**src/rtl/core/bbf_pkg.sv**
```systemverilog
// ----------------------------------------------------------------------------
// bbf_pkg
// Shared types, widths and codes of the broadcast byte bus FIFO block.
// ----------------------------------------------------------------------------
package bbf_pkg;

    localparam int NUM_PORTS_DEF  = 8;
    localparam int FIFO_DEPTH_DEF = 256;

    localparam int PORT_W     = 3;
    localparam int DATA_W     = 8;
    localparam int PIN_W      = 4;
    localparam int COUNT_W    = 9;
    localparam int COUNT_MAX  = 511;

    localparam int CFG_IDX_W  = 2;
    localparam int CFG_DATA_W = 4;

    // s_tuser = {port, func}, s_tdata = data
    localparam int IN_USER_W  = 4;
    localparam int IN_DATA_W  = 8;
    // m_tuser = port_out, m_tdata = {6'b0, accepted_count, ok, read_byte}
    localparam int OUT_USER_W = 3;
    localparam int OUT_DATA_W = 24;

    localparam logic [CFG_IDX_W-1:0] REG_PORTS_IN_USE = 2'd0;
    localparam logic [CFG_IDX_W-1:0] REG_ECHO_OWN     = 2'd1;

    localparam logic FUNC_WRITE = 1'b0;
    localparam logic FUNC_READ  = 1'b1;

    typedef struct packed {
        logic load_in;
        logic exec_wr;
        logic exec_rd;
        logic load_out_wr;
        logic load_out_rd;
    } cmd_t;

    typedef struct packed {
        logic is_read;
    } stat_t;

endpackage

```
**src/rtl/core/bbf_ctrl.sv**
```systemverilog
// ----------------------------------------------------------------------------
// bbf_ctrl
// Sequencer: take a beat, run the write or read, hand the result out.
// ----------------------------------------------------------------------------
module bbf_ctrl (
    input  logic           clk,
    input  logic           rst_n,
    input  logic           s_tvalid,
    output logic           s_tready,
    output logic           m_tvalid,
    input  logic           m_tready,
    input  bbf_pkg::stat_t stat,
    output bbf_pkg::cmd_t  cmd
);

    typedef enum logic [2:0] {
        S_IDLE = 3'b001,
        S_EXEC = 3'b010,
        S_READ = 3'b100
    } state_t;

    state_t state_reg;
    state_t state_next;
    logic   out_valid_reg;
    logic   out_valid_next;
    logic   out_free;

    assign out_free = !out_valid_reg || m_tready;

    always_comb
    begin
        state_next = state_reg;
        cmd        = '0;
        s_tready   = 1'b0;
        case (state_reg)
            S_IDLE:
            begin
                s_tready = 1'b1;
                if (s_tvalid)
                begin
                    cmd.load_in = 1'b1;
                    state_next  = S_EXEC;
                end
            end
            S_EXEC:
            begin
                // the output register must be free before any state changes
                if (out_free)
                begin
                    if (stat.is_read)
                    begin
                        cmd.exec_rd = 1'b1;
                        state_next  = S_READ;
                    end
                    else
                    begin
                        cmd.exec_wr     = 1'b1;
                        cmd.load_out_wr = 1'b1;
                        state_next      = S_IDLE;
                    end
                end
            end
            S_READ:
            begin
                cmd.load_out_rd = 1'b1;
                state_next      = S_IDLE;
            end
            default:
            begin
                state_next = S_IDLE;
            end
        endcase
    end

    assign out_valid_next = (cmd.load_out_wr || cmd.load_out_rd) ? 1'b1 :
                            (m_tready ? 1'b0 : out_valid_reg);

    always_ff @(posedge clk or negedge rst_n)
    begin
        if (!rst_n)
        begin
            state_reg     <= S_IDLE;
            out_valid_reg <= 1'b0;
        end
        else
        begin
            state_reg     <= state_next;
            out_valid_reg <= out_valid_next;
        end
    end

    assign m_tvalid = out_valid_reg;

    a_read_follows_issue: assert property (@(posedge clk) disable iff (!rst_n)
        (state_reg == S_READ) |-> $past(cmd.exec_rd))
        else $error("read state entered without a read issue");

    a_load_free: assert property (@(posedge clk) disable iff (!rst_n)
        (cmd.load_out_wr || cmd.load_out_rd) |-> (!out_valid_reg || m_tready))
        else $error("result overwrites a beat not yet taken");

    a_one_op: assert property (@(posedge clk) disable iff (!rst_n)
        !(cmd.exec_wr && cmd.exec_rd))
        else $error("write and read issued together");

endmodule

```
**config.mk**
```make
export PLATFORM = sky130hd
export DESIGN_NAME = bbf_ctrl
export DESIGN_NICKNAME = d
export VERILOG_FILES = /design/src/rtl/core/bbf_pkg.sv /design/src/rtl/core/bbf_ctrl.sv
export SDC_FILE = /design/constraint.sdc
export NUM_CORES = 1
export LEC_CHECK = 0
export BUFFER_PORTS_ARGS = -buffer_cell sky130_fd_sc_hd__buf_2
export CORE_AREA = 2 2 39 41
export DETAILED_ROUTE_END_ITERATION = 8
export DIE_AREA = 0 0 41 43
export GPL_ROUTABILITY_DRIVEN = 0
export PLACE_DENSITY = 0.41
export SLEW_MARGIN = 0
export SYNTH_ARGS = -nofsm -noshare
export SYNTH_HDL_FRONTEND = slang
export SYNTH_SLANG_ARGS = --single-unit
```
**constraint.sdc**
```tcl
create_clock -name clk -period 3.65 [get_ports clk]
set_clock_uncertainty 0.2 [all_clocks]
set_input_delay 0.5475 -clock clk [delete_from_list [all_inputs] [get_ports clk]]
set_output_delay 0.5475 -clock clk [all_outputs]
set_load 0.1 [all_outputs]
```
==> run_results.csv <==
group,metric,value,unit
synth,synth-simple-area-share,38.86,%
global_route,antenna_found_initial,0,
sta,finalSetupViolations,0,
global_route,grt_max_degree,11,
worst_setup_path,crit_fanout,6,
synth,ys_warn_count,0,
worst_setup_path,critPathKind,"reg -> out",
clocking,cts-hold-fix-buffers,1,
clocking,h-tree-depth,1,
pwr,irDropWorstVdd,0.0001834,V
finish,area_delta_synth_final,47.15,%
synth,synth.avg_cell_area,10.06,sq um
finish,fin_util,25.68,%
routing,drt_iter0_drc,3,
routing,ant_nets,0,
floorplan,coreArea,1384,sq um
finish,fin_nets,44,
clocking,cts_tree,"done",
clocking,numCtsBuffers,3,
finish,diodes,0,
floorplan,num_rows,14,
sta,max_freq,0.4402,GHz
routing,viasPerCell,3.944,
clocking,cts_setup_buffers,0,
floorplan,io_pins,12,
routing,firstDrtPassIters,2,
sta,finalSetupTns,0,ns
global_route,overflow,0,
sta,slew_headroom,67.83,%
routing,drt_wl_total,491,um
clocking,path_clk_slew,0.05,ns
status,status,"completed",
synth,synthAdderAreaFrac,0,%
pwr,p_leak,0.1626,nW
clocking,clockRootBuffer,"clkbuf_4",
finish,drive_above_1_share,52.63,%
floorplan,die_area,1763,sq um
synth,synth_compound_area_share,12.44,%
synth,ys_seq_area_share,41.97,%
sta,tightest_slew,0.4858,ns
routing,vias,213,
place,hpwl,390.6,um
synth,synth_top_family_by_area,"simple AND/OR/NAND/NOR gates",
min_path,hp-class,"reg -> reg",
synth,syn_inst,24,
floorplan,die_w,41,um
sta,rsz0062_at_grt,"false",
clocking,post_cts_resized,0,
sta,fin_crit_sh,62.24,%
worst_setup_path,cp-end-kind,"output pin",
flow_run,cap_violations,0,
sta,finalCriticalPeriod,2.272,ns
floorplan,start_util,17.45,%
global_route,grt_pass1_vias,221,
finish,largest_reg_flops,3,
clocking,clock_path_buffers,2,
synth,synth_seq_cells,4,
routing,routedWlPerCell,9.093,um
synth,synthMuxAreaShare,0,%
synth,synth_area,241.5,sq um
synth,yosysUniqueCellTypes,18,
pwr,powerDensity,691.2,nW/um^2
place,io_buffer_count,11,
synth,synth_nets,29,
worst_setup_path,start_kind,"flip-flop",
global_route,grt_pass1_wl,848,um
worst_setup_path,required,2.90,ns
global_route,gr-usage-all-layers,7.661,%
synth,synth-xor-area-share,0,%
worst_setup_path,cp.arrival,1.52,ns
clocking,cts_num_sinks,4,
clocking,clk_latency,0.24,ns
routing,route.detailed.drc,0,
sta,slew_violations,0,
sta,hold_viol,0,
floorplan,fp.dieH,43,um
-- path summary, 6_finish.rpt --
check	start	to	slack, ns	cells past startpoint
max	state_reg[0]	cmd[2]	1.38	3
min	state_reg[0]	m_tvalid	0.35	1
max reg2reg	m_tvalid	state_reg[0]	2.44	3
min reg2reg	state_reg[0]	m_tvalid	0.35	1
max in group asynchronous	rst_n	state_reg[0]	2.59	2
min in group asynchronous	rst_n	m_tvalid	0.44	2
-- cell usage after synthesis --
cell type  count  area [sq um]
a21o_1         1         7.510
a21oi_1        2         10.01
and2b_1        1         7.510
buf_2          1         5.000
buf_4          1         7.510
dfrtp_1        3         75.07
dfstp_2        1         26.28
inv_2          1         3.750
nand2_1        1         3.750
nand2b_1       1         6.260
nand3_1        1         5.000
nor2_1         1         3.750
nor2b_2        1         8.760
nor3b_1        3         22.52
nor4_1         1         6.260
nor4b_2        2         30.03
o21ai_1        1         5.000
o21bai_1       1         7.510
-- final cells by class --
cell class,count,area (sq um)
clock buffers,4,26.28
fillers,154,1028
inverters,1,3.754
multi-input cells,17,138.9
flip-flops and latches,4,101.3
well taps,16,20.02
repair buffers,12,65.06
-- placed cells by master (no fill, tap or decap) --
master,n
nor2b_2,1
nand3_1,1
o21ai_1,1
buf_2,11
nand2b_1,1
inv_2,1
o21bai_1,1
nor4_4,1
dfrtp_1,3
clkbuf_1,1
nor3b_1,3
dfstp_2,1
nor4b_2,2
and2b_1,1
dlygate4sd3_1,1
a21o_1,1
nor2_1,1
clkbuf_4,3
nand2_1,1
a21oi_1,2
-- where the power goes --
part           total (mW)  switching [mW]  leakage (nW)  internal (mW)
logic               0.121          0.0972        0.0967         0.0234
clock network      0.0606          0.0195        0.0150         0.0411
registers          0.0644          0.0101        0.0509         0.0543
-- cells by family (layout without fill, tap and decap cells) --
logic type / count (synthesis) / after routing
AO/OA/AOI/OAI: 5 / 5
AND/OR/NAND/NOR: 12 / 12
buffers and inverters: 3 / 17
flip-flops: 4 / 4
-- critical path, cell delays in order (launching register included) --
cell and delay, ns:
dfstp_2 0.38, nand2b_1 0.22, nor4b_2 0.24, buf_2 0.46
-- stage by stage --
step	cell area [sq um]	hold slack [ns]	std cells	total power [mW]	setup slack, ns
final	355.3	0.3459	54	0.2456	1.378
after global routing	355.3	0.3695	54	0.2610	1.285
after CTS	355.3	0.3523	54	0.2503	1.365
after detailed placement	319.1	0.1561	49	0.1856	1.468
after global placement	319.1	0.1539	49	0.1861	1.498
after floorplan	256.5	0.05191	24	0.1687	0.07737
-- layer usage --
metal	wire, um	share of wire (%)	track usage [%]
met3	44	9.0	7.853
met5	0	0	0
met4	0	0	2.000
met1	232	47	8.143
met2	213	43	10.31
(Power assumes the default switching activity.)
